[config.mk]
export PLATFORM = sky130hd
export DESIGN_NAME = qmls_link_mem
export DESIGN_NICKNAME = d
export VERILOG_FILES = /design/src/rtl/queued_mutex_lock_server_assert.svh /design/src/rtl/qmls_pkg.sv /design/src/rtl/qmls_link_mem.sv
export SDC_FILE = /design/constraint.sdc
export NUM_CORES = 1
export LEC_CHECK = 0
export ABC_AREA = 1
export BUFFER_PORTS_ARGS = -buffer_cell sky130_fd_sc_hd__buf_2
export CAP_MARGIN = 20
export CORE_MARGIN = 1
export CORE_UTILIZATION = 67
export DETAILED_ROUTE_END_ITERATION = 8
export PLACE_DENSITY = 0.84
export REMOVE_ABC_BUFFERS = 1
export SYNTH_ARGS = -nofsm -noshare
export SYNTH_HDL_FRONTEND = slang
export SYNTH_SLANG_ARGS = --single-unit
export TNS_END_PERCENT = 50
[constraint.sdc]
create_clock -name i_clk -period 3.3 [get_ports i_clk]
set_input_delay 0.66 -clock i_clk [delete_from_list [all_inputs] [get_ports i_clk]]
set_output_delay 0.66 -clock i_clk [all_outputs]
set_load 0.01 [all_outputs]
[src/rtl/queued_mutex_lock_server_assert.svh]
// assertion macros for the queued mutex lock server
// needs i_clk and the active-low i_rst_n in the scope that uses them
`ifndef QUEUED_MUTEX_LOCK_SERVER_ASSERT_SVH
`define QUEUED_MUTEX_LOCK_SERVER_ASSERT_SVH

// same-cycle implication, off during reset
`define QMLS_ASSERT_IMP(lbl, ante, cons) \
    lbl: assert property (@(posedge i_clk) disable iff (!i_rst_n) (ante) |-> (cons)) \
        else $error("lock server check failed");

// next-cycle implication, off during reset
`define QMLS_ASSERT_NEXT(lbl, ante, cons) \
    lbl: assert property (@(posedge i_clk) disable iff (!i_rst_n) (ante) |=> (cons)) \
        else $error("lock server check failed");

`endif

[src/rtl/qmls_pkg.sv]
// shared types and codes of the queued mutex lock server
// no dependencies
`timescale 1ns / 1ps

package qmls_pkg;

    // field widths
    localparam int PEER_W = 6;
    localparam int IDX_W  = 8;
    localparam int OP_W   = 2;
    localparam int ERR_W  = 2;
    localparam int CNT_W  = 9;

    // index and peer spans the fields can reach
    localparam int IDX_SPAN  = 256;
    localparam int PEER_SPAN = 64;

    // operations
    localparam logic [OP_W-1:0] OP_LOCK    = 2'd0;
    localparam logic [OP_W-1:0] OP_TRYLOCK = 2'd1;
    localparam logic [OP_W-1:0] OP_UNLOCK  = 2'd2;
    localparam logic [OP_W-1:0] OP_INVALID = 2'd3;

    // error codes
    localparam logic [ERR_W-1:0] ERR_OK        = 2'd0;
    localparam logic [ERR_W-1:0] ERR_NOT_OWNER = 2'd1;
    localparam logic [ERR_W-1:0] ERR_BAD_OP    = 2'd2;
    localparam logic [ERR_W-1:0] ERR_RANGE     = 2'd3;

    // reset value of the mutex limit register
    localparam logic [CNT_W-1:0] MUTEX_LIMIT_RESET = 9'd256;

    // one row of the mutex table: owner and wait list ends
    typedef struct packed {
        logic              held;
        logic [PEER_W-1:0] owner;
        logic              nonempty;
        logic [PEER_W-1:0] head;
        logic [PEER_W-1:0] tail;
    } t_row;

    // one response item
    typedef struct packed {
        logic [PEER_W-1:0] dest_peer;
        logic              granted;
        logic [ERR_W-1:0]  error_code;
    } t_resp;

endpackage

[src/rtl/qmls_link_mem.sv]
// waiter link memory: the peer queued behind each peer, registered read
// entries are undefined until written; uses qmls_pkg
`timescale 1ns / 1ps

module qmls_link_mem #(
    parameter int DEPTH = 64,
    parameter int AW    = 6
) (
    input  logic                        i_clk,
    input  logic                        i_rd_en,
    input  logic [AW-1:0]               i_rd_addr,
    output logic [qmls_pkg::PEER_W-1:0] o_rd_data,
    input  logic                        i_wr_en,
    input  logic [AW-1:0]               i_wr_addr,
    input  logic [qmls_pkg::PEER_W-1:0] i_wr_data
);
    import qmls_pkg::*;

    logic [PEER_W-1:0] mem [DEPTH];

    // write port
    always_ff @(posedge i_clk) begin
        if (i_wr_en) begin
            mem[i_wr_addr] <= i_wr_data;
        end
    end

    // registered read port
    always_ff @(posedge i_clk) begin
        if (i_rd_en) begin
            o_rd_data <= mem[i_rd_addr];
        end
    end

endmodule

; ---- After elaboration in Yosys (flattened, before gate mapping)
; Memories as Yosys holds them, arrays and structs flattened. A register that Yosys moved wholly into a read port is not among the register bits.
; Index checks and enable logic that the tools add are counted.
[totals]
register_bits = 0
ramBits = 384
input_bits = 21
output_inout_bits = 6
word_cells = 3
n_memories = 1
[classes]
n_mux = 2
[mem_list]
columns = name, depth, width, read_ports, rd_clocked_by_memory_dff, write_ports, line
row1 = mem, 64, 6, 1, 1, 1, qmls_link_mem.sv:19  ; logic [PEER_W-1:0] mem [DEPTH];
[op_table]
columns = cell, count
row1 = 1-bit two-way mux, 2

; ---- Depth between registers and ports, before layout
; Gate-level depths: netlist of the first run.
[depth]
word_depth = 2
mapped_depth = 11

; ---- Worst setup path after synthesis of the first run
; No wires, ideal clock.
[synth_timing]
path_kind = input to register
from = input port i_wr_en
to = memory mem[48][0] (enable)
setup_ps = 386
t_arrival_ps = 1843
setup_slack_ps = 1071
cell_stages = 3
n_path_buf = 1
path_cell_list = clkbuf_1 nand4_1 nor4_1
[synth_via]
elab_chain_len = 2
[synth_rtl]
columns = item, line
row1 = from (decl), qmls_link_mem.sv:13  ; input logic i_wr_en,
row2 = 1-bit two-way mux, qmls_link_mem.sv:23  ; if (i_wr_en) begin
row3 = 1-bit two-way mux (implied by the code), qmls_link_mem.sv:24  ; mem[i_wr_addr] <= i_wr_data;
row4 = to (decl), qmls_link_mem.sv:19
; No other way between the ends.

; ---- Worst setup path after layout of the first run
[layout_timing]
from = input port i_wr_addr[0]
to = memory mem[44][3] (enable)
[layout_rtl]
columns = item, line
row1 = from (decl), qmls_link_mem.sv:14  ; input logic [AW-1:0] i_wr_addr,
; No word-level cell before the write port.

==> flow_summary.json, run 1 <==
{
  "drc_errors": 0,
  "fp.coreArea_sq_um": 23500,
  "p_sw_mw": 2.16,
  "fmax_mhz": 435,
  "cp-start-kind": "input pin",
  "synthTopCellsByArea": "edfxtp_1 73%, nand2_1 11%, nand3_1 10%",
  "port_buffers": 26,
  "finalHoldViolations": 0,
  "required_ns": 3.44,
  "cp_max_fo": 9,
  "ys_ff_latch": 390,
  "start_util_pct": 68.1,
  "path_clk_slew_ns": 0.06,
  "synthToLayoutAreaGrowth_pct": 9.64,
  "vias_per_cell": 6.21,
  "dieWidth_um": 156,
  "clockPowerShare_pct": 38.2,
  "tightest_slew_ns": 0.856,
  "netlist_instances": 1376,
  "drive_gt1_share_pct": 8.09,
  "r2r_slack_ns": 1.90,
  "die_h_um": 156,
  "fillCellCount": 1502,
  "grt_max_degree": 193,
  "post-route-min-period_ns": 2.30,
  "rsz0062_at_grt": "false",
  "p_leak_nw": 6.33,
  "antenna_found_initial": 0,
  "gr-total-overflow": 0,
  "cp-startpoint": "i_wr_addr[0]",
  "p_int_mw": 7.78,
  "status": "finished clean",
  "drt-total-wl_um": 36400,
  "cts_root_buf": "clkbuf_16",
  "synthTopCellsByCount": "486 x nand2_1, 390 x edfxtp_1, 331 x nand3_1",
  "pwr-share-seq_pct": 55.4,
  "detail-route-antenna-nets": 0,
  "setup_viol": 0,
  "min_path_type": "in -> reg",
  "finalCritPeriodShare_pct": 69.7,
  "synth_warnings": 0,
  "fin_worst_skew_ns": 0.00817,
  "reg2reg_depth": 8,
  "slew_violations": 0,
  "grt.total_usage_pct": 30.9,
  "combPwrFrac_pct": 6.4,
  "drt_pass1_iterations": 7,
  "ctsResizeCount": 0,
  "tns_ns": 0,
  "maxCapViolations": 0,
  "synth.cell_area_sq_um": 16000,
  "clock_latency_ns": 0.51,
  "io-pin-count": 27,
  "wl_per_cell_um": 20.9,
  "die_area_sq_um": 24500,
  "place_congestion": 0.956,
  "cts_setup_buffers": 0,
  "cp-end-kind": "flop",
  "async_reset_ff_share_pct": 0,
  "placed_area_sq_um": 16500,
  "cts.sinks": 390,
  "h-tree-depth": 2,
  "synth_edf_count": 390,
  "cts_hold_buf": 0,
  "slew_headroom_pct": 42.9,
  "dp_hpwl_um": 21300,
  "yosysMostFrequentCell": "nand2_1",
  "synth.avg_cell_area_sq_um": 11.6,
  "seq_area_frac_synth_pct": 73.2,
  "numCtsBuffers": 37,
  "diodes": 0,
  "cts_tree": "done",
  "path_cells": "buf_2, inv_1, nand4_1, nor2_1",
  "power.density_nw_per_um2": 567,
  "dp_cells": 1678,
  "r2r_start": "mem[3][3]",
  "max_stage_delay_ns": 0.72,
  "drtIter0Drc": 1377,
  "slowest_stage": "nor2_1",
  "grt_pass1_vias": 10241,
  "whs_path_depth": 1,
  "cts_buffer_depth": 3,
  "min_from": "i_rd_en",
  "path_class": "in -> reg",
  "swShare_pct": 21.7,
  "final_area_sq_um": 17500,
  "final_cells": 1740,
  "vdd_drop_max_v": 0.000454,
  "vias": 10798,
  "synth.top_cell.area_share_pct": 73.2,
  "num_rows": 56,
  "post_synth_num_cell_types": 13,
  "synth.largest_area_cell": "edfxtp_1",
  "final_nets": 1419,
  "grt_pass1_wl_um": 55900,
  "arrival_ns": 2.44,
  "synthFlopType": "edfxtp_1"
}
## registers in the layout, summed over array words and instances (netlist names)
signal and count:
o_rd_data 6, mem 384
## worst paths after layout
check	end
min reg2reg	o_rd_data[4]
min	o_rd_data[5]
max reg2reg	o_rd_data[3]
max	mem[44][3]
## critical path: cells and delay by family
kind,cells,cell delay [ns]
buffers and inverters,2,0.35
and+or+nand+nor,2,1.41
## cells by family (layout without fill, tap and decap cells)
kind of cell           after synthesis  count (layout)  share of synthesized area [%]
buffers and inverters               96             141                           3.01
DFF                                390             390                           73.2
and+or+nand+nor                    890             890                           23.7
## layout make-up
type / instances / area [sq um] / share of cell area (%)
clock buffers: 43 / 948 / 5.41
well taps: 319 / 399 / 2.28
flip-flops and latches: 390 / 11700 / 66.8
multi-input cells: 890 / 3800 / 21.7
clock inverters: 19 / 113 / 0.642
repair buffers: 67 / 515 / 2.94
inverters: 12 / 47.5 / 0.271
## power groups by stage
stage / Sequential (mW) / Clock (mW) / Combinational, mW
2_1_floorplan: 5.61 / 0 / 0.284
3_3_place_gp: 5.61 / 0 / 0.599
3_5_place_dp: 5.61 / 0 / 0.614
4_1_cts: 5.51 / 3.81 / 0.620
5_1_grt: 5.51 / 3.98 / 0.685
6_report: 5.51 / 3.80 / 0.632
## routing by layer
layer  up-vias  wire length (um)  GRT usage (%)
met2       719             17500           49.5
met4         0              1080           12.1
met1      5104             13700           42.4
met5         -                 0              0
li1       4881                 -              -
met3        94              4110           5.76
## cells in the final DEF, fill, tap and decap left out
master,n
buf_12,6
nand2_1,486
buf_2,25
inv_1,10
buf_4,36
nor2_1,56
nor4_1,8
edfxtp_1,390
nand3_1,331
clkinv_2,6
inv_2,1
nand4_1,9
clkinv_1,10
clkinvlp_4,2
clkbuf_16,37
clkbuf_1,6
inv_4,1
bufinv_16,1
## metrics by stage
step	power, mW	setup slack [ns]	hold WS [ns]	utilization, %
CTS	9.93	1.14	0.479	74.7
global placement	6.21	0.738	0.891	70.2
floorplan	5.89	0.450	0.759	-
detailed placement	6.23	0.621	0.893	70.2
finish	9.94	1.00	0.497	74.7
global route	10.2	1.02	0.497	74.7
Note: power is estimated with default switching activity, not from simulation.
==> inputs of run 2 (changes only) <==
--- a/config.mk
+++ b/config.mk
@@ -9,9 +9,9 @@
 export BUFFER_PORTS_ARGS = -buffer_cell sky130_fd_sc_hd__buf_2
 export CAP_MARGIN = 20
 export CORE_MARGIN = 1
-export CORE_UTILIZATION = 67
+export CORE_UTILIZATION = 62
 export DETAILED_ROUTE_END_ITERATION = 8
-export PLACE_DENSITY = 0.84
+export PLACE_DENSITY = 0.79
 export REMOVE_ABC_BUFFERS = 1
 export SYNTH_ARGS = -nofsm -noshare
 export SYNTH_HDL_FRONTEND = slang
==> constraint.sdc (replaced) <==
create_clock -name i_clk -period 2.15 [get_ports i_clk]
set_input_delay 0.43 -clock i_clk [delete_from_list [all_inputs] [get_ports i_clk]]
set_output_delay 0.43 -clock i_clk [all_outputs]
set_load 0.01 [all_outputs]
==> flow_summary.json, run 2 (synthesis results as in run 1) <==
{
  "status": "finished clean",
  "ctsResizeCount": 0,
  "dp_hpwl_um": 22200,
  "path_class": "in -> reg",
  "fmax_mhz": 616,
  "cp_max_fo": 9,
  "grt_pass1_vias": 10491,
  "fillCellCount": 1665,
  "final_area_sq_um": 18100,
  "vdd_drop_max_v": 0.000760,
  "clockPowerShare_pct": 40.4,
  "antenna_found_initial": 0,
  "diodes": 0,
  "rsz0062_at_grt": "false",
  "dp_slack_ns": 0.0514,
  "post-route-min-period_ns": 1.62,
  "min_from": "i_rd_en",
  "slew_violations": 0,
  "cp-start-kind": "input pin",
  "combPwrFrac_pct": 6.3,
  "power.density_nw_per_um2": 876,
  "die_h_um": 163,
  "fp.coreArea_sq_um": 25300,
  "slew_headroom_pct": 48.7,
  "drt-total-wl_um": 37400,
  "detail-route-antenna-nets": 0,
  "setup_ws_ns": 0.526,
  "regMostFlops": "mem",
  "path_buf_inv": 1,
  "total_power_mw": 15.9,
  "drc_errors": 0,
  "clock_latency_ns": 0.52,
  "crit_family": "simple AND/OR/NAND/NOR gates",
  "synthToLayoutAreaGrowth_pct": 13.2,
  "io-pin-count": 27,
  "numCtsBuffers": 38,
  "required_ns": 2.30,
  "h-tree-depth": 2,
  "holdPathEnd": "o_rd_data[5]",
  "port_buffers": 26,
  "place_congestion": 0.890,
  "final_common_cell": "nand2_1",
  "swShare_pct": 21.3,
  "drive_gt1_share_pct": 11.2,
  "p_sw_mw": 3.37,
  "fin_worst_skew_ns": 0.0175,
  "final_nets": 1467,
  "tightest_slew_ns": 0.770,
  "max_stage_delay_ns": 0.67,
  "reg2reg_depth": 8,
  "r2r_slack_ns": 0.66,
  "hold_ws_ns": 0.268,
  "cts_tree": "done",
  "drt_pass1_iterations": 5,
  "gr-total-overflow": 0,
  "min_path_type": "in -> reg",
  "wl_per_cell_um": 20.8,
  "placed_area_sq_um": 16900,
  "cts_setup_buffers": 0,
  "vias_per_cell": 6.01,
  "mostFrequentLayoutCells": "486 x nand2_1, 390 x edfxtp_1, 331 x nand3_1",
  "setup_viol": 0,
  "start_util_pct": 63.3,
  "cts.sinks": 390,
  "cp-end-kind": "flop",
  "grt_pass1_wl_um": 58100,
  "die_area_sq_um": 26400,
  "maxCapViolations": 0,
  "grt_max_degree": 77,
  "dieWidth_um": 163,
  "arrival_ns": 1.77,
  "drtIter0Drc": 1346,
  "vias": 10825,
  "cts_hold_buf": 0,
  "finalCritPeriodShare_pct": 75.5,
  "regToRegEndpoint": "o_rd_data[0]",
  "multi_input_area_sq_um": 3800,
  "seqCellArea_sq_um": 11700,
  "pwr-share-seq_pct": 53.3,
  "path_clk_slew_ns": 0.06,
  "grt.total_usage_pct": 29.3,
  "finalHoldViolations": 0,
  "tns_ns": 0,
  "p_leak_nw": 6.66,
  "path_cells": "buf_2, nand4_1, nor2_1",
  "r2r_start": "mem[52][0]",
  "p_int_mw": 12.5,
  "cts_buffer_depth": 3,
  "num_rows": 58,
  "whs_path_depth": 1,
  "largest_reg_flops": 384,
  "largest_registers": "mem: 384 flops, o_rd_data: 6 flops",
  "slowest_stage": "nor2_1",
  "cts_root_buf": "clkbuf_16"
}
-- run 2: worst max-delay path by stage --
stage | start | to | slack (ns) | depth (start not counted)
global placement | i_wr_en | mem[63][3] | 0.1 | 3
detailed placement | i_wr_addr[0] | mem[10][5] | 0.05 | 6
finish | i_wr_en | mem[63][4] | 0.53 | 3
CTS | i_wr_addr[0] | mem[2][5] | 0.57 | 4
global route | i_rd_addr[0] | o_rd_data[0] | 0.44 | 11
floorplan | i_rd_addr[0] | o_rd_data[0] | -0.47 | 9
-- run 2: final cells by class --
type / count / area share [%]
Multi-Input combinational cell: 890 / 21.0
Inverter: 12 / 0.263
Timing Repair Buffer: 114 / 5.24
Clock buffer: 45 / 5.51
Sequential cell: 390 / 64.7
Tap cell: 330 / 2.28
Clock inverter: 19 / 1.05
-- run 2: stage by stage --
stage | utilization [%] | std cells
floorplan | - | 1292
global placement | 67.0 | 1736
detailed placement | 67.0 | 1736
CTS | 71.7 | 1800
global route | 71.7 | 1800
finish | 71.7 | 1800
-- run 2: routing by layer --
metal	global-route usage, %	wire length, um	share of wire [%]
met4	10.9	1210	3.2
met5	0	0	0
met2	46.9	18000	48
met1	40.7	14500	39
met3	5.14	3690	9.9
-- run 2: power groups by stage --
stage / registers [mW] / logic, mW / clock network (mW)
floorplan: 8.61 / 0.435 / 0
global placement: 8.61 / 0.959 / 0
detailed placement: 8.61 / 0.985 / 0
CTS: 8.45 / 0.991 / 6.45
global route: 8.45 / 1.09 / 6.76
finish: 8.45 / 1.00 / 6.41
-- run 2: worst reg2reg max path, delay by kind of cell, from the launching register on --
family	cells	cell delay [ns]
flops	1	0.37
simple gates	8	0.86
==> inputs of run 3 (changes only) <==
==> constraint.sdc (replaced) <==
create_clock -name i_clk -period 1.55 [get_ports i_clk]
set_input_delay 0.31 -clock i_clk [delete_from_list [all_inputs] [get_ports i_clk]]
set_output_delay 0.31 -clock i_clk [all_outputs]
set_load 0.01 [all_outputs]
==> flow_summary.json, run 3 (synthesis results as in run 1) <==
{
  "h-tree-depth": 2,
  "fp.coreArea_sq_um": 25300,
  "mostFrequentLayoutCells": "486 x nand2_1, 390 x edfxtp_1, 329 x nand3_1",
  "finalHoldViolations": 0,
  "min_path_type": "in -> reg",
  "cp-end-kind": "flop",
  "cts_buffer_depth": 3,
  "vias_per_cell": 6.05,
  "drt-total-wl_um": 39000,
  "numCtsBuffers": 39,
  "dp_cells": 1788,
  "slew_headroom_pct": 73.5,
  "placed_area_sq_um": 17500,
  "final_area_sq_um": 18700,
  "regMostFlops": "mem",
  "largest_reg_flops": 384,
  "post-route-min-period_ns": 1.47,
  "drc_errors": 0,
  "maxCapViolations": 0,
  "cts.sinks": 390,
  "largest_registers": "mem: 384 flops, o_rd_data: 6 flops",
  "dieWidth_um": 163,
  "final_nets": 1520,
  "p_int_mw": 17.4,
  "required_ns": 1.82,
  "cts_hold_buf": 0,
  "io-pin-count": 27,
  "power.density_nw_per_um2": 1190,
  "vdd_drop_max_v": 0.000971,
  "wl_met3_um": 3920,
  "status": "finished clean",
  "path_buf_inv": 0,
  "swShare_pct": 21.9,
  "start_util_pct": 63.3,
  "grt.total_usage_pct": 30.4,
  "holdPathEnd": "o_rd_data[0]",
  "setup_viol": 0,
  "final_common_cell": "nand2_1",
  "setup_ws_ns": 0.0766,
  "slew_violations": 0,
  "drtIter0Drc": 1434,
  "dp_slack_ns": -0.294,
  "whs_path_depth": 1,
  "crit_family": "simple AND/OR/NAND/NOR gates",
  "drive_gt1_share_pct": 14.4,
  "arrival_ns": 1.75,
  "tightest_slew_ns": 0.398,
  "dp_hpwl_um": 23300,
  "antenna_found_initial": 0,
  "pwr-share-seq_pct": 52.7,
  "top_layer_used": "met4",
  "fin_worst_skew_ns": 0.0160,
  "fillCellCount": 1598,
  "met1_length_um": 14600,
  "gr-total-overflow": 0,
  "routed-wl-met2_um": 19400,
  "path_cells": "nand2_1, nand3_1, nand3_1, nand2_1, nand2_1, nand3_1, nand3_2, nand2_1",
  "port_buffers": 26,
  "final_cells": 1858,
  "clockPowerShare_pct": 40.3,
  "combPwrFrac_pct": 7.0,
  "min_from": "i_rd_en",
  "path_common_cell": "nand2_1",
  "finalCritPeriodShare_pct": 95.1,
  "regToRegEndpoint": "o_rd_data[1]",
  "die_area_sq_um": 26400,
  "wl_per_cell_um": 21.0,
  "die_h_um": 163,
  "cts_tree": "done",
  "total_power_mw": 22.2,
  "max_stage_delay_ns": 0.40,
  "cts_root_buf": "clkbuf_16",
  "diodes": 0,
  "r2r_slack_ns": 0.08,
  "rsz0062_at_grt": "false",
  "cp_max_fo": 1,
  "path_class": "reg -> reg",
  "cp-start-kind": "flop",
  "r2r_start": "mem[39][1]",
  "path_clk_slew_ns": 0.06,
  "place_congestion": 0.868,
  "p_sw_mw": 4.88,
  "hold_ws_ns": 0.135,
  "slowest_stage": "edfxtp_1",
  "grt_pass1_vias": 10998,
  "num_rows": 58,
  "p_leak_nw": 6.99,
  "grt_max_degree": 65,
  "vias": 11239,
  "drt_pass1_iterations": 6,
  "fmax_mhz": 679,
  "detail-route-antenna-nets": 0,
  "reg2reg_depth": 8,
  "cp.depth": 8,
  "grt_pass1_wl_um": 60100,
  "synthToLayoutAreaGrowth_pct": 16.8,
  "clock_latency_ns": 0.54
}
==> run 3: how the worst max path moves through the flow <==
| stage | from | to |
|---|---|---|
| 2_1_floorplan | i_rd_addr[0] | o_rd_data[0] |
| 3_3_place_gp | i_rd_addr[0] | o_rd_data[0] |
| 3_5_place_dp | i_rd_addr[0] | o_rd_data[0] |
| 4_1_cts | o_rd_data[3] | o_rd_data[3] |
| 5_1_grt | mem[33][1] | o_rd_data[1] |
| 6_report | mem[39][1] | o_rd_data[1] |
==> run 3: layout make-up <==
| class | count | area (sq um) | area share [%] |
|---|---|---|---|
| multi-input cells | 890 | 3810 | 20.4 |
| well taps | 330 | 413 | 2.21 |
| clock inverters | 16 | 160 | 0.858 |
| inverters | 12 | 47.5 | 0.255 |
| flip-flops and latches | 390 | 11700 | 62.7 |
| clock buffers | 54 | 1030 | 5.53 |
| repair buffers | 166 | 1500 | 8.05 |
==> run 3: repair_timing <==
action,in CTS,in global routing
gates resized for setup,0,2
endpoints found under the setup margin,0,2
buffers inserted,0,0
==> run 3: metal layers <==
metal | GRT usage (%) | up-vias
met5 | 0 | -
li1 | - | 5086
met2 | 50.5 | 728
met1 | 39.8 | 5329
met3 | 5.78 | 96
met4 | 11.9 | 0
==> run 3: metrics by stage <==
step | TNS [ns] | util (%)
3_3_place_gp | -6.83 | 69.2
2_1_floorplan | -11.90 | -
5_1_grt | 0 | 73.9
6_report | 0 | 73.9
4_1_cts | 0 | 73.9
3_5_place_dp | -10.64 | 69.2
==> run 3: power groups by stage <==
stage	Clock (mW)	Combinational, mW	Sequential (mW)
final	8.96	1.56	11.7
after detailed placement	0	1.50	11.9
after CTS	9.00	1.52	11.7
after floorplan	0	0.604	11.9
after global routing	9.38	1.68	11.7
after global placement	0	1.46	11.9
