===== config.mk =====
export PLATFORM = sky130hd
export DESIGN_NAME = qmls_ctrl
export DESIGN_NICKNAME = d
export VERILOG_FILES = /design/src/rtl/queued_mutex_lock_server_assert.svh /design/src/rtl/qmls_pkg.sv /design/src/rtl/qmls_ctrl.sv
export SDC_FILE = /design/constraint.sdc
export NUM_CORES = 1
export LEC_CHECK = 0
export BUFFER_PORTS_ARGS = -buffer_cell sky130_fd_sc_hd__buf_4
export CORE_UTILIZATION = 44
export CTS_BUF_LIST = sky130_fd_sc_hd__clkbuf_2 sky130_fd_sc_hd__clkbuf_4 sky130_fd_sc_hd__clkbuf_8
export CTS_CLUSTER_DIAMETER = 150
export CTS_CLUSTER_SIZE = 25
export DETAILED_ROUTE_END_ITERATION = 10
export GPL_TIMING_DRIVEN = 1
export PLACE_DENSITY = 0.84
export SLEW_MARGIN = 15
export SYNTH_ARGS = -nofsm -noshare
export SYNTH_HDL_FRONTEND = slang
export SYNTH_SLANG_ARGS = --single-unit

===== constraint.sdc =====
create_clock -name i_clk -period 2.4 [get_ports i_clk]
set_input_delay 0.24 -clock i_clk [delete_from_list [all_inputs] [get_ports i_clk]]
set_output_delay 0.24 -clock i_clk [all_outputs]
set_load 0.05 [all_outputs]

===== src/rtl/queued_mutex_lock_server_assert.svh =====
// assertion macros for the queued mutex lock server
// needs i_clk and the active-low i_rst_n in the scope that uses them
`ifndef QUEUED_MUTEX_LOCK_SERVER_ASSERT_SVH
`define QUEUED_MUTEX_LOCK_SERVER_ASSERT_SVH

// same-cycle implication, off during reset
`define QMLS_ASSERT_IMP(lbl, ante, cons) \
    lbl: assert property (@(posedge i_clk) disable iff (!i_rst_n) (ante) |-> (cons)) \
        else $error("lock server check failed");

// next-cycle implication, off during reset
`define QMLS_ASSERT_NEXT(lbl, ante, cons) \
    lbl: assert property (@(posedge i_clk) disable iff (!i_rst_n) (ante) |=> (cons)) \
        else $error("lock server check failed");

`endif


===== src/rtl/qmls_pkg.sv =====
// shared types and codes of the queued mutex lock server
// no dependencies
`timescale 1ns / 1ps

package qmls_pkg;

    // field widths
    localparam int PEER_W = 6;
    localparam int IDX_W  = 8;
    localparam int OP_W   = 2;
    localparam int ERR_W  = 2;
    localparam int CNT_W  = 9;

    // index and peer spans the fields can reach
    localparam int IDX_SPAN  = 256;
    localparam int PEER_SPAN = 64;

    // operations
    localparam logic [OP_W-1:0] OP_LOCK    = 2'd0;
    localparam logic [OP_W-1:0] OP_TRYLOCK = 2'd1;
    localparam logic [OP_W-1:0] OP_UNLOCK  = 2'd2;
    localparam logic [OP_W-1:0] OP_INVALID = 2'd3;

    // error codes
    localparam logic [ERR_W-1:0] ERR_OK        = 2'd0;
    localparam logic [ERR_W-1:0] ERR_NOT_OWNER = 2'd1;
    localparam logic [ERR_W-1:0] ERR_BAD_OP    = 2'd2;
    localparam logic [ERR_W-1:0] ERR_RANGE     = 2'd3;

    // reset value of the mutex limit register
    localparam logic [CNT_W-1:0] MUTEX_LIMIT_RESET = 9'd256;

    // one row of the mutex table: owner and wait list ends
    typedef struct packed {
        logic              held;
        logic [PEER_W-1:0] owner;
        logic              nonempty;
        logic [PEER_W-1:0] head;
        logic [PEER_W-1:0] tail;
    } t_row;

    // one response item
    typedef struct packed {
        logic [PEER_W-1:0] dest_peer;
        logic              granted;
        logic [ERR_W-1:0]  error_code;
    } t_resp;

endpackage


===== src/rtl/qmls_ctrl.sv =====
// request sequencer: read-modify-write of one mutex row per item,
// link lookup on handoff, output register; uses qmls_pkg
`timescale 1ns / 1ps

module qmls_ctrl #(
    parameter int NUM_MUTEXES = 256,
    parameter int NUM_PEERS   = 64,
    parameter int AW          = 8,
    parameter int LAW         = 6
) (
    input  logic                        i_clk,
    input  logic                        i_rst_n,
    // request channel
    input  logic                        i_in_valid,
    output logic                        o_in_stall,
    input  logic [qmls_pkg::OP_W-1:0]   i_operation,
    input  logic [qmls_pkg::IDX_W-1:0]  i_mutex_index,
    input  logic [qmls_pkg::PEER_W-1:0] i_requester_peer,
    input  logic [qmls_pkg::CNT_W-1:0]  i_mutex_limit,
    // mutex table
    output logic                        o_row_rd_en,
    output logic [AW-1:0]               o_row_rd_addr,
    input  qmls_pkg::t_row              i_row,
    output logic                        o_row_wr_en,
    output logic [AW-1:0]               o_row_wr_addr,
    output qmls_pkg::t_row              o_row_wr_row,
    // link table
    output logic                        o_link_rd_en,
    output logic [LAW-1:0]              o_link_rd_addr,
    input  logic [qmls_pkg::PEER_W-1:0] i_link_data,
    output logic                        o_link_wr_en,
    output logic [LAW-1:0]              o_link_wr_addr,
    output logic [qmls_pkg::PEER_W-1:0] o_link_wr_data,
    // response channel
    output logic                        o_out_valid,
    input  logic                        i_out_stall,
    output qmls_pkg::t_resp             o_resp
);
    import qmls_pkg::*;

    localparam logic [1:0] S_IDLE = 2'd0;
    localparam logic [1:0] S_EXEC = 2'd1;
    localparam logic [1:0] S_LINK = 2'd2;

    // peer to link entry, peer modulo NUM_PEERS, built at elaboration
    function automatic logic [PEER_SPAN*LAW-1:0] build_link_map();
        logic [PEER_SPAN*LAW-1:0] map;
        map = '0;
        for (int i = 0; i < PEER_SPAN; i++) begin
            map[i*LAW +: LAW] = LAW'(i % NUM_PEERS);
        end
        return map;
    endfunction

    localparam logic [PEER_SPAN*LAW-1:0] LINK_MAP = build_link_map();

    function automatic logic [LAW-1:0] link_addr(input logic [PEER_W-1:0] peer);
        return LINK_MAP[int'(peer)*LAW +: LAW];
    endfunction

    logic [1:0]        r_state, n_state;
    logic [OP_W-1:0]   r_op;
    logic [IDX_W-1:0]  r_idx;
    logic [PEER_W-1:0] r_peer;
    logic              r_out_valid, n_out_valid;
    t_resp             r_resp;

    logic              accept;
    logic              out_free;
    logic              bad_op;
    logic              out_of_range;
    logic              res_need;
    t_resp             res;
    logic              row_we;
    logic              link_we;
    logic              go_link;
    logic              commit;
    t_row              new_row;

    // no item is taken while reset is held
    assign accept       = i_in_valid && i_rst_n && (r_state == S_IDLE);
    assign o_in_stall   = !i_rst_n || (r_state != S_IDLE);
    assign out_free     = !r_out_valid || !i_out_stall;
    assign bad_op       = (r_op == OP_INVALID);
    assign out_of_range = ({1'b0, r_idx} >= i_mutex_limit)
                       || ({24'd0, r_idx} >= 32'(NUM_MUTEXES));

    // row read is issued at the accepting edge
    assign o_row_rd_en   = accept;
    assign o_row_rd_addr = i_mutex_index[AW-1:0];

    // request capture
    always_ff @(posedge i_clk) begin
        if (accept) begin
            r_op   <= i_operation;
            r_idx  <= i_mutex_index;
            r_peer <= i_requester_peer;
        end
    end

    // decide the row update and the response
    always_comb begin
        res_need = 1'b0;
        res      = '{dest_peer: r_peer, granted: 1'b0, error_code: ERR_OK};
        row_we   = 1'b0;
        link_we  = 1'b0;
        go_link  = 1'b0;
        new_row  = i_row;
        unique case (r_state)
            S_EXEC: begin
                if (bad_op) begin
                    res_need       = 1'b1;
                    res.error_code = ERR_BAD_OP;
                end else if (out_of_range) begin
                    res_need       = 1'b1;
                    res.error_code = ERR_RANGE;
                end else if (r_op == OP_UNLOCK) begin
                    if (!i_row.held || (i_row.owner != r_peer)) begin
                        res_need       = 1'b1;
                        res.error_code = ERR_NOT_OWNER;
                    end else if (!i_row.nonempty) begin
                        // no waiter: free the mutex
                        row_we        = 1'b1;
                        new_row.held  = 1'b0;
                        new_row.owner = '0;
                    end else if (i_row.head == i_row.tail) begin
                        // last waiter takes over, list empties
                        row_we           = 1'b1;
                        new_row.owner    = i_row.head;
                        new_row.nonempty = 1'b0;
                        new_row.head     = '0;
                        new_row.tail     = '0;
                        res_need         = 1'b1;
                        res.dest_peer    = i_row.head;
                        res.granted      = 1'b1;
                    end else begin
                        go_link = 1'b1;
                    end
                end else if (!i_row.held) begin
                    // lock or trylock on a free mutex
                    row_we        = 1'b1;
                    new_row.held  = 1'b1;
                    new_row.owner = r_peer;
                    res_need      = 1'b1;
                    res.granted   = 1'b1;
                end else if (r_op == OP_TRYLOCK) begin
                    res_need = 1'b1;
                end else begin
                    // lock on a held mutex: append to the wait list
                    row_we       = 1'b1;
                    new_row.tail = r_peer;
                    if (!i_row.nonempty) begin
                        new_row.nonempty = 1'b1;
                        new_row.head     = r_peer;
                    end else begin
                        link_we = 1'b1;
                    end
                end
            end
            S_LINK: begin
                // head waiter takes over, its link becomes the new head
                row_we        = 1'b1;
                new_row.owner = i_row.head;
                new_row.head  = i_link_data;
                res_need      = 1'b1;
                res.dest_peer = i_row.head;
                res.granted   = 1'b1;
            end
            default: begin
            end
        endcase
    end

    // a step finishes once its response, if any, has a free slot
    assign commit = (r_state != S_IDLE) && !go_link && (!res_need || out_free);

    assign o_row_wr_en    = commit && row_we;
    assign o_row_wr_addr  = r_idx[AW-1:0];
    assign o_row_wr_row   = new_row;
    assign o_link_wr_en   = commit && link_we;
    assign o_link_wr_addr = link_addr(i_row.tail);
    assign o_link_wr_data = r_peer;
    assign o_link_rd_en   = go_link;
    assign o_link_rd_addr = link_addr(i_row.head);

    // sequencer
    always_comb begin
        n_state = r_state;
        unique case (r_state)
            S_IDLE: begin
                if (accept) begin
                    n_state = S_EXEC;
                end
            end
            S_EXEC: begin
                if (go_link) begin
                    n_state = S_LINK;
                end else if (commit) begin
                    n_state = S_IDLE;
                end
            end
            S_LINK: begin
                if (commit) begin
                    n_state = S_IDLE;
                end
            end
            default: begin
                n_state = S_IDLE;
            end
        endcase
    end

    always_ff @(posedge i_clk) begin
        if (!i_rst_n) begin
            r_state <= S_IDLE;
        end else begin
            r_state <= n_state;
        end
    end

    // output register
    always_comb begin
        n_out_valid = r_out_valid && i_out_stall;
        if (commit && res_need) begin
            n_out_valid = 1'b1;
        end
    end

    always_ff @(posedge i_clk) begin
        if (!i_rst_n) begin
            r_out_valid <= 1'b0;
        end else begin
            r_out_valid <= n_out_valid;
        end
    end

    always_ff @(posedge i_clk) begin
        if (commit && res_need) begin
            r_resp <= res;
        end
    end

    assign o_out_valid = r_out_valid;
    assign o_resp      = r_resp;

endmodule


* After elaboration in Yosys (flattened, before gate mapping)
Cells that the tools add are included.
** Cells by class
- Equality and inequality tests :: 8
- Shift operators :: 2
- Bitwise logic cells :: 1
- Muxes and demuxes :: 66
- $lt $le $gt $ge :: 1
- Divide/modulo/power cells :: 0
- Reduce and logical (&&, ||, !) cells :: 21
- Multiply operators :: 2
- $add $sub $neg :: 0
** Operators with widths (number)
- $shiftx A384 B10 Y6 const A :: 2
- $mux W20 :: 4
- $mux W13 :: 3
- $mux W1 :: 36
- $mux W7 :: 5
- $mux W6 :: 5
- $pmux W6 S2 :: 2
- $mux W19 :: 1
- $mul A6 B2 Y8 const B :: 2
- $pmux W7 S2 :: 1
- $mux W2 :: 6
- $ge A8 B9 Y1 :: 1
- $logic_and A1 B1 Y1 :: 8
- $eq A2 B2 Y1 const B :: 3
- $eq A6 B6 Y1 :: 1
- $logic_not A1 Y1 :: 6
- $ne A6 B6 Y1 :: 1
- $pmux W2 S3 :: 1
- $eq A2 B1 Y1 const B :: 2
- $logic_or A1 B1 Y1 :: 4
- $pmux W1 S2 :: 2
- $logic_not A2 Y1 :: 1
- $ne A2 B2 Y1 const B :: 1
- $reduce_bool A2 Y1 :: 1
- 2 further kinds :: 2
** Storage, ports and cells
- Logic and storage cells :: 110
- Bits in registers :: 28
- Memories kept :: 0
- Bits in latches :: 0
- Memory bits (read-only) :: 0
- RAM bits :: 0
- Bits of input ports :: 55
- Output and inout port bits :: 69

* Longest topological paths before layout
Gate-level depths: netlist of the first run.
- Depth after elaboration :: 14
- Gate-level depth with buffers :: 9
- Depth with buffers taken out :: 8

* Worst setup path after synthesis of the first run
No wires, ideal clock.
- Kind :: register to output
- From :: register r_peer[5] (netlist: o_link_wr_data[5])
- To :: output o_link_rd_en
- Stages on the path, launching flop included :: 6
- Data required time :: 2.160 ns
- Arrival :: 2.906 ns
- Path buffers :: 0
- Setup slack :: -0.746 ns
- Path through :: edfxtp_1 -> xor2_1 -> or4_4 -> nor2_2 -> nand4b_1 -> a211oi_1
** On the way
- Cells in the longest elaborated chain, start to end :: 7
** Ends and longest elaborated chain
- from (decl) :: line qmls_ctrl.sv:64 : logic [PEER_W-1:0] r_peer;
- from (signal assigned) :: line qmls_ctrl.sv:97 : r_peer <= i_requester_peer;
- $ne A6 B6 Y1 :: line qmls_ctrl.sv:118 : if (!i_row.held || (i_row.owner != r_peer)) begin
- $logic_or A1 B1 Y1 :: line qmls_ctrl.sv:118
- $mux W1 :: line qmls_ctrl.sv:118
- $mux W1 :: line qmls_ctrl.sv:117 : end else if (r_op == OP_UNLOCK) begin
- $mux W1 :: line qmls_ctrl.sv:114 : end else if (out_of_range) begin
- $mux W1 :: line qmls_ctrl.sv:111 : if (bad_op) begin
- $mux W1 :: line qmls_ctrl.sv:109 : unique case (r_state)
- to (decl) :: line qmls_ctrl.sv:28 : output logic o_link_rd_en,
No other way between the ends.

* Worst setup path in the final report of the first run
- From :: register r_idx[5] (netlist: o_row_wr_addr[5])
- To :: output o_row_wr_en
** On the way
- Cells in the longest elaborated chain, start to end :: 8
- Elaborated cells between the ends (all ways) :: 16
- Those cells by class :: order compare (1); mux (9); reduce/logical (6)
** Ends and longest elaborated chain
- from (decl) :: line qmls_ctrl.sv:63 : logic [IDX_W-1:0] r_idx;
- from (signal assigned) :: line qmls_ctrl.sv:96 : r_idx <= i_mutex_index;
- $ge A8 B9 Y1 * :: line qmls_ctrl.sv:85 : assign out_of_range = ({1'b0, r_idx} >= i_mutex_limit)
- $mux W1 :: line qmls_ctrl.sv:114
- $mux W1 :: line qmls_ctrl.sv:111
- $pmux W1 S2 / $mux W1 (equally long branches) :: line qmls_ctrl.sv:109
- $logic_not A1 Y1 :: line qmls_ctrl.sv:175 : assign commit = (r_state != S_IDLE) && !go_link && (!res_need || out_free);
- $logic_or A1 B1 Y1 / $logic_and A1 B1 Y1 (equally long branches) :: line qmls_ctrl.sv:175
- $logic_and A1 B1 Y1 :: line qmls_ctrl.sv:175
- $logic_and A1 B1 Y1 * :: line qmls_ctrl.sv:177 : assign o_row_wr_en = commit && row_we;
- to (decl) :: line qmls_ctrl.sv:24 : output logic o_row_wr_en,
Mark *: on every way between the ends. The rest lies on a longest branch, timed or not.

==> reports/results.ini, run 1 <==
[power]
power.leakage_nw = 1.935
report.power.total_w = 0.002356
peakVddDrop_v = 0.0004495
powerDensity_nw_per_um2 = 526.8

[synthesis]
ys_async_sr_fraction = 0
synth_edf_count = 25
synth_cells = 281
synth_area_per_cell_um2 = 9.150
syn_area_um2 = 2571
ys_seq_area_frac = 0.3153
synth_flop_cell = edfxtp_1
yosys_warnings = 0
synth.distinct_cells = 62
synth.ff_latch_count = 28
synth_nets = 348

[worst_setup_path]
cp.arrival_ns = 2.64
cp_max_fo = 5
critPathKind = flip-flop to output pin
required_ns = 2.16
critPathLaunchType = flip-flop
end_kind = output pin

[placement]
io_buffer_count = 123
pre_cts_ws_ns = -0.08882
place_congestion = 1.021
post-dp-hpwl_mm = 6.996

[floorplanning]
core_um2 = 5574
ios = 124
rows = 27
start_util = 0.4613
die_h_um = 78.45
design.die.area_um2 = 6154
dieWidth_um = 78.45

[clock_network]
insertion_delay_ns = 0.29
root_buffer = clkbuf_8
cts_sinks = 28
clock_path_buffers = 2
cts_tree = done
cts_hold_buf = 0
cts_buffers = 3
htreeDepth = 1
clk_pin_slew_worst_paths_ns = 0.11

[finish]
areaGrowthSynthToFinish_pct = 73.92
final_nets = 514
drive_gt1_frac = 0.5919
diodes = 0

[outcome]
violations = negative setup slack
status = finished, violations left

[timing]
whs_ns = 0.1144
clock-skew-final_ns = 0.005577
drv_slew = 0
setup_viol = 40
relSlewSlack = 0.6654
worst_slew_pin_slew_ns = 0.4949
fmax_mhz = 347.0
fin_crit_sh = 1.201
finalHoldViolCount = 0
setup_ws_ns = -0.4819
rsz0062_at_grt = true
fin_crit_ns = 2.882

[global_routing]
antenna_found_initial = 0
grt_pass1_wl_mm = 14.86
track_usage = 0.3134
grt_max_degree = 18
grt-ovfl-total = 0
grt_pass1_vias = 3034

[flow_run]
maxCapViolCount = 0

[drt]
vias = 3138
drc = 0
drt-initial-drc-count = 397
drtAntennaViolNets = 0
via_per_inst = 6.058
drt_pre_antenna_iters = 4
drt-total-wl_mm = 10.20
wl_per_cell_um = 19.70

[min_path]
hold_class = input port to flip-flop

[final timing paths]
| path | depth (start not counted) | startpoint | slack [ns] | endpoint |
|---|---|---|---|---|
| worst max-delay path | 9 | o_row_wr_addr[5]$_DFFE_PP_ | -0.48 | o_row_wr_en |
| worst min-delay path | 1 | i_operation[1] | 0.11 | r_op[1]$_DFFE_PP_ |
| worst max register to register | 11 | o_row_wr_addr[7]$_DFFE_PP_ | -0.24 | o_resp[4]$_DFFE_PP_ |
| worst min register to register | 2 | r_state[1]$_SDFFE_PN0P_ | 0.54 | r_state[1]$_SDFFE_PN0P_ |
[synthesized netlist by cell type, drive strengths merged, types with 3 or more instances]
cell / count / area [µm²]
nand2b: 6 / 37.54
and3: 4 / 25.02
a31oi: 4 / 25.02
dfxtp: 3 / 60.06
ha: 12 / 150.1
xor2: 10 / 87.58
a21boi: 4 / 33.78
mux2: 5 / 56.30
a211o: 3 / 27.53
inv: 19 / 71.32
a221o: 4 / 40.04
a22o: 17 / 148.9
nand4b: 3 / 26.28
a221oi: 8 / 70.07
o21ai: 22 / 113.9
a21oi: 11 / 55.05
nor2: 15 / 80.08
nand3: 14 / 75.07
edfxtp: 25 / 750.7
nor4: 4 / 40.04
buf: 24 / 172.7
nand2: 14 / 52.55
clkbuf: 9 / 43.79
o22ai: 3 / 18.77
o211ai: 6 / 45.04
[per-layer routing]
layer | track usage | vias up | wire, µm
met5 | 0 | - | 0
met4 | 0.1463 | 0 | 389
met3 | 0.04651 | 35 | 823
met2 | 0.5816 | 232 | 5209
met1 | 0.3482 | 1483 | 3780
li1 | - | 1388 | -
[metrics by stage]
| stage | instances | utilization | TNS [ns] | instance area (µm²) |
|---|---|---|---|---|
| after floorplan | 281 | - | -9.504 | 2683 |
| after global placement | 493 | 0.6920 | -0.3754 | 3857 |
| after detailed placement | 493 | 0.6920 | -0.4960 | 3857 |
| after CTS | 507 | 0.7616 | -5.797 | 4245 |
| after global routing | 518 | 0.8022 | -16.23 | 4472 |
| final | 518 | 0.8022 | -13.01 | 4472 |
[sequential cells by signal (all words and copies together), names as in the netlist]
signal	count
r_state	2
o_out_valid	1
o_resp	9
o_row_wr_addr	8
o_link_wr_data	6
r_op	2
[area by class of cell]
type / instances / area (µm²)
clock buffer: 3 / 41.29
clock inverter: 1 / 30.03
fill: 351 / 1102
inverter: 19 / 71.32
multi-input combinational: 201 / 1862
sequential: 28 / 810.8
tap: 72 / 90.09
timing repair buffer: 194 / 1567
[critical path: stages (launching register included)]
cell and delay (ns):
edfxtp_1 0.43, ha_1 0.30, nand4b_1 0.26, nor2_4 0.09
a211oi_2 0.27, buf_4 0.19, nand4b_1 0.17, a21boi_4 0.24
nor3b_4 0.22, buf_6 0.18
[layout by cell type (no fill, tap or decap), types with 6 or more instances in the layout]
master    count
nand2_1      13
a22o_4        6
nand2b_1      6
nand3_1      13
xor2_1        8
o211ai_1      6
buf_4       170
o21ai_0       7
a22o_1       11
a221oi_1      7
buf_6        20
inv_1        19
edfxtp_1     25
ha_1          9
o21ai_1      11
nor2_1        7
[power by group]
group | switching, W | total [W] | internal, W
Combinational | 0.000836 | 0.00138 | 0.000540
Clock | 0.000169 | 0.000393 | 0.000224
Sequential | 0.0000206 | 0.000586 | 0.000566
Total | 0.00103 | 0.00236 | 0.00133
[repair_timing]
item,4_1_cts,5_1_grt
pin swaps,29,15
setup buffers,10,11
resized for setup,48,33
cloned,0,0
setup endpoints to repair,29,40
[cell families after synthesis]
family / after synthesis / synth area share
simple gates: 72 / 0.1669
fa+ha+maj: 12 / 0.05839
buf+inv: 52 / 0.1119
compound gates: 100 / 0.2847
xor+xnor: 12 / 0.04088
mux: 5 / 0.02190
flops: 28 / 0.3153
Note: power is estimated with default switching activity, not from simulation.
==> run 2, diff against run 1 <==
Settings changed: REMOVE_ABC_BUFFERS set to 1.
==> reports/results.ini, run 2 (synthesis results as in run 1) <==
[worst_setup_path]
critPathLaunchType = flip-flop
critPathKind = flip-flop to output pin
slowest_stage = edfxtp_1
cp.arrival_ns = 2.61  ; -0.03 ns
worstPathBufferInverterCount = 2  ; unchanged
end_kind = output pin
crit_chain = ha_4, nand4b_1, nor2_4, a211oi_2, buf_4, a41oi_2, a21boi_4, nor3b_4, buf_6
critPathTopFamily = simple AND/OR/NAND/NOR gates
cp_max_fo = 7  ; +2
required_ns = 2.16  ; about the same
critPathMaxStageDelay_ns = 0.47  ; +0.04 ns

[drt]
drt-initial-drc-count = 259  ; -35%
vias = 3004  ; -4.3%
drtAntennaViolNets = 0  ; unchanged
drt_pre_antenna_iters = 5  ; +1
wl_per_cell_um = 18.18  ; -7.7%
drt-total-wl_mm = 9.179  ; -10%
drc = 0  ; unchanged
via_per_inst = 5.949  ; -1.8%

[clock_network]
root_buffer = clkbuf_8
clock_path_buffers = 2  ; unchanged
cts_tree = done
htreeDepth = 1  ; unchanged
cts_sinks = 28  ; unchanged
clk_pin_slew_worst_paths_ns = 0.10  ; about the same
insertion_delay_ns = 0.28  ; about the same
cts_hold_buf = 0  ; unchanged
cts_buffers = 3  ; unchanged

[power]
powerDensity_nw_per_um2 = 515.2  ; -2.2%
report.power.total_w = 0.002128  ; -9.7%
power.leakage_nw = 1.816  ; -6.2%
peakVddDrop_v = 0.0003499  ; -22%

[finish]
final_cell_mix = buf_4, edfxtp_1, buf_6
final_common_cell = buf_4
final_core_util = 0.7412  ; -0.06105
num-fill-cells = 413  ; +18%
instances_no_fill = 505  ; -2.5%
drive_gt1_frac = 0.5196  ; -0.07230
final_nets = 501  ; -2.5%
largest_register_ffs = 9  ; unchanged
diodes = 0  ; unchanged
final_area_um2 = 4131  ; -7.6%
areaGrowthSynthToFinish_pct = 60.68

[floorplanning]
ios = 124  ; unchanged
rows = 27  ; unchanged
design.die.area_um2 = 6154  ; unchanged
dieWidth_um = 78.45  ; unchanged
core_um2 = 5574  ; unchanged
start_util = 0.4613  ; unchanged
die_h_um = 78.45  ; unchanged

[timing]
fin_crit_sh = 1.186  ; -0.01527
relSlewSlack = 0.6602  ; -0.005247
drv_slew = 0  ; unchanged
finalHoldViolCount = 0  ; unchanged
fin_crit_ns = 2.845  ; -0.03665 ns
clock-skew-final_ns = 0.005812  ; +0.0002352 ns
worst_slew_pin_slew_ns = 0.5052  ; +0.01031 ns
fmax_mhz = 351.5  ; +1.3%
setup_viol = 38  ; -5.0%
rsz0062_at_grt = true
setup_ws_ns = -0.4453  ; +0.03664 ns

[min_path]
hold_class = input port to flip-flop

[placement]
io_buffer_count = 123  ; unchanged
pre_cts_ws_ns = -0.1143  ; -0.02547 ns
place_congestion = 0.9493  ; -7.0%
dpl_cell_area_um2 = 3714  ; -3.7%
place_inst = 489  ; -0.81%
post-dp-hpwl_mm = 6.590  ; -5.8%

[global_routing]
grt_max_degree = 18  ; unchanged
grt-ovfl-total = 0  ; unchanged
grt_pass1_wl_mm = 13.65  ; -8.2%
track_usage = 0.2845  ; -0.02889
grt_pass1_vias = 2856  ; -5.9%
antenna_found_initial = 0  ; unchanged

[outcome]
status = finished, violations left
violations = negative setup slack

[flow_run]
maxCapViolCount = 0  ; unchanged

## run 2: cell count changes in the layout (fill, tap and decap cells not counted), sizes merged
cell    change
buf        -13
bufinv      -1
clkinv      +1
## run 2: worst paths after layout
check	depth (start not counted)	start	endpoint	slack [ns]
max	9	o_row_wr_addr[6]$_DFFE_PP_	o_row_wr_en	-0.45
min	1	i_operation[0]	r_op[0]$_DFFE_PP_	0.13
max reg2reg	11	o_row_wr_addr[6]$_DFFE_PP_	o_resp[7]$_DFFE_PP_	-0.21
min reg2reg	2	o_out_valid$_SDFF_PN0_	o_out_valid$_SDFF_PN0_	0.54
## run 2: power breakdown
group | switching, W | internal [W] | total [W]
clock network | 0.000157 | 0.000115 | 0.000272
registers | 0.0000191 | 0.000566 | 0.000585
logic | 0.000785 | 0.000487 | 0.00127
total | 0.000961 | 0.00117 | 0.00213
## run 2: area by class of cell
class / count / area (µm²) / area share
repair buffers: 181 / 1434 / 0.3471
inverters: 19 / 71.32 / 0.01726
clock inverters: 1 / 3.754 / 0.0009085
clock buffers: 3 / 41.29 / 0.009994
well taps: 72 / 90.09 / 0.02180
flip-flops and latches: 28 / 810.8 / 0.1962
multi-input cells: 201 / 1680 / 0.4067
## run 2: worst register-to-register path: cells and delay by family, from the launching register on
family / cells / cell delay [ns]
AND/OR/NAND/NOR: 4 / 0.75
flip-flops: 1 / 0.47
buffers and inverters: 4 / 0.56
adder cells (fa/ha/maj): 1 / 0.31
AO/OA/AOI/OAI: 2 / 0.26
## run 2: metrics by stage
stage	setup TNS, ns	hold slack (ns)
after global placement	-0.1596	0.4183
after global routing	-12.71	0.1264
final	-10.50	0.1330
after CTS	-5.386	0.1323
after floorplan	-14.44	0.3389
after detailed placement	-1.185	0.4194
## run 2: per-layer routing
metal | global-route usage | vias to the layer above | share of wire | routed length [µm]
met3 | 0.04186 | 40 | 0.093 | 851
met4 | 0.1074 | 0 | 0.024 | 220
met5 | 0 | - | 0 | 0
met1 | 0.3477 | 1373 | 0.38 | 3464
li1 | - | 1366 | - | -
met2 | 0.5018 | 225 | 0.51 | 4642
## run 2: repair_timing
action                                  in CTS  in global routing
pin swaps                                   10                 30
buffers inserted                             5                  8
gates resized for setup                     27                 41
endpoints found under the setup margin      32                 38
cloned                                       0                  1
==> run 3, diff against run 2 <==
Settings changed: PLACE_DENSITY 0.84 to not set, PLACE_DENSITY_LB_ADDON set to 0.1, SKIP_LAST_GASP set to 1.
==> reports/results.ini, run 3 (synthesis results as in run 1) <==
[global_routing]
grt_pass1_vias = 2755  ; -3.5%
track_usage = 0.2697  ; -0.01481
grt_pass1_wl_mm = 13.05  ; -4.4%
grt_max_degree = 18  ; unchanged
antenna_found_initial = 0  ; unchanged
grt-ovfl-total = 0  ; unchanged

[finish]
diodes = 0  ; unchanged
final_common_cell = buf_4
final_core_util = 0.7284  ; -0.01280
areaGrowthSynthToFinish_pct = 57.91
final_cell_mix = buf_4, edfxtp_1, inv_1
num-fill-cells = 449  ; +8.7%
drive_gt1_frac = 0.5081  ; -0.01155
final_nets = 501  ; unchanged
instances_no_fill = 505  ; unchanged
ff_latch_area_um2 = 810.8  ; unchanged
multi_input_area_um2 = 1620  ; -3.6%
largest_register_ffs = 9  ; unchanged

[clock_network]
cts_buffers = 3  ; unchanged
root_buffer = clkbuf_8
cts_tree = done
cts_hold_buf = 0  ; unchanged
clock_path_buffers = 2  ; unchanged
clk_pin_slew_worst_paths_ns = 0.10  ; about the same
htreeDepth = 1  ; unchanged
cts_sinks = 28  ; unchanged
insertion_delay_ns = 0.29  ; about the same

[drt]
via_per_inst = 5.796  ; -2.6%
wl_per_cell_um = 16.69  ; -8.2%
drtAntennaViolNets = 0  ; unchanged
drt-initial-drc-count = 217  ; -16%
drc = 0  ; unchanged
vias = 2927  ; -2.6%
drt_pre_antenna_iters = 5  ; unchanged
drt-total-wl_mm = 8.426  ; -8.2%

[floorplanning]
start_util = 0.4613  ; unchanged
rows = 27  ; unchanged
core_um2 = 5574  ; unchanged
die_h_um = 78.45  ; unchanged
design.die.area_um2 = 6154  ; unchanged
ios = 124  ; unchanged
dieWidth_um = 78.45  ; unchanged

[power]
p_clk_frac = 0.138  ; +0.010
p_seq_frac = 0.276  ; about the same
power.switching_w = 0.0009381  ; -2.4%
internal_power_w = 0.001173  ; +0.46%
power.leakage_nw = 1.797  ; -1.0%
powerDensity_nw_per_um2 = 519.9  ; +0.91%
combPwrFrac = 0.586  ; -0.011
peakVddDrop_v = 0.0003016  ; -14%
swShare = 0.4444  ; -0.007136

[timing]
finalHoldViolCount = 0  ; unchanged
worst_slew_pin_slew_ns = 0.4542  ; -0.05100 ns
fmax_mhz = 350.0  ; -0.43%
fin_crit_ns = 2.857  ; +0.01219 ns
fin_crit_sh = 1.191  ; +0.005078
clock-skew-final_ns = 0.004980  ; -0.0008322 ns
drv_slew = 0  ; unchanged
setup_viol = 39  ; +2.6%
rsz0062_at_grt = true
relSlewSlack = 0.6972  ; +0.03702
setup_ws_ns = -0.4575  ; -0.01219 ns
whs_ns = 0.1206  ; -0.01240 ns

[placement]
place_congestion = 0.9010  ; -5.1%
place_inst = 488  ; -0.20%
io_buffer_count = 123  ; unchanged
post-dp-hpwl_mm = 6.287  ; -4.6%

[worst_setup_path]
critPathKind = flip-flop to output pin
required_ns = 2.16  ; about the same
cp_max_fo = 7  ; unchanged
critPathLaunchType = flip-flop
cp.arrival_ns = 2.62  ; about the same
end_kind = output pin

[outcome]
violations = negative setup slack
status = finished, violations left

[min_path]
hold_class = input port to flip-flop

[flow_run]
maxCapViolCount = 0  ; unchanged

## run 3: changes by cell type in the layout (fill, tap and decap cells not counted), sizes merged
cell,delta
clkbuf,+1
clkinv,-1
## run 3: layout make-up
class | instances | area share
multi-input combinational | 201 | 0.3991
inverter | 19 | 0.01757
clock buffer | 4 | 0.01202
timing repair buffer | 181 | 0.3495
sequential | 28 | 0.1997
tap | 72 | 0.02219
## run 3: final timing paths
kind / startpoint / to / slack (ns) / cells past startpoint
worst max-delay path: o_row_wr_addr[7]$_DFFE_PP_ / o_row_wr_en / -0.46 / 9
worst min-delay path: i_requester_peer[2] / o_link_wr_data[2]$_DFFE_PP_ / 0.12 / 1
worst max register to register: o_row_wr_addr[7]$_DFFE_PP_ / o_resp[8]$_DFFE_PP_ / -0.33 / 12
worst min register to register: o_out_valid$_SDFF_PN0_ / o_out_valid$_SDFF_PN0_ / 0.54 / 2
## run 3: critical path: stages, from the launching register on
cell and delay [ns]:
edfxtp_1 0.40, ha_1 0.32, nand4b_1 0.27, nor2_4 0.25, a211oi_2 0.09, buf_4 0.18, a41oi_2 0.19, a21boi_4 0.23
nor3b_4 0.22, buf_6 0.18
## run 3: timing repair
action | in CTS | in global routing
setup endpoints to repair | 38 | 38
gates resized for setup | 12 | 36
gates cloned | 0 | 1
pin swaps | 5 | 17
setup buffers | 4 | 8
## run 3: metrics by stage
stage	setup slack [ns]	area, µm²	setup TNS, ns	power (W)
6_report	-0.4575	4060	-11.24	0.002111
5_1_grt	-0.5380	4060	-15.27	0.002196
4_1_cts	-0.3585	3846	-6.911	0.002011
3_5_place_dp	-0.1314	3706	-1.680	0.001701
3_3_place_gp	-0.04552	3706	-0.2960	0.001686
2_1_floorplan	-0.7461	2355	-14.44	0.001209
## run 3: routing by layer
metal | vias up | global-route usage | part of all wire
li1 | 1364 | - | -
met1 | 1372 | 0.3420 | 0.41
met2 | 170 | 0.4518 | 0.49
met3 | 21 | 0.04651 | 0.071
met4 | 0 | 0.1093 | 0.023
met5 | - | 0 | 0
## run 3: power by group through the flow
| stage | Combinational, W | Clock [W] | Sequential, W |
|---|---|---|---|
| 2_1_floorplan | 0.000549 | 0 | 0.000660 |
| 5_1_grt | 0.00130 | 0.000307 | 0.000585 |
| 3_3_place_gp | 0.00109 | 0 | 0.000592 |
| 3_5_place_dp | 0.00111 | 0 | 0.000594 |
| 6_report | 0.00124 | 0.000292 | 0.000583 |
| 4_1_cts | 0.00113 | 0.000293 | 0.000583 |
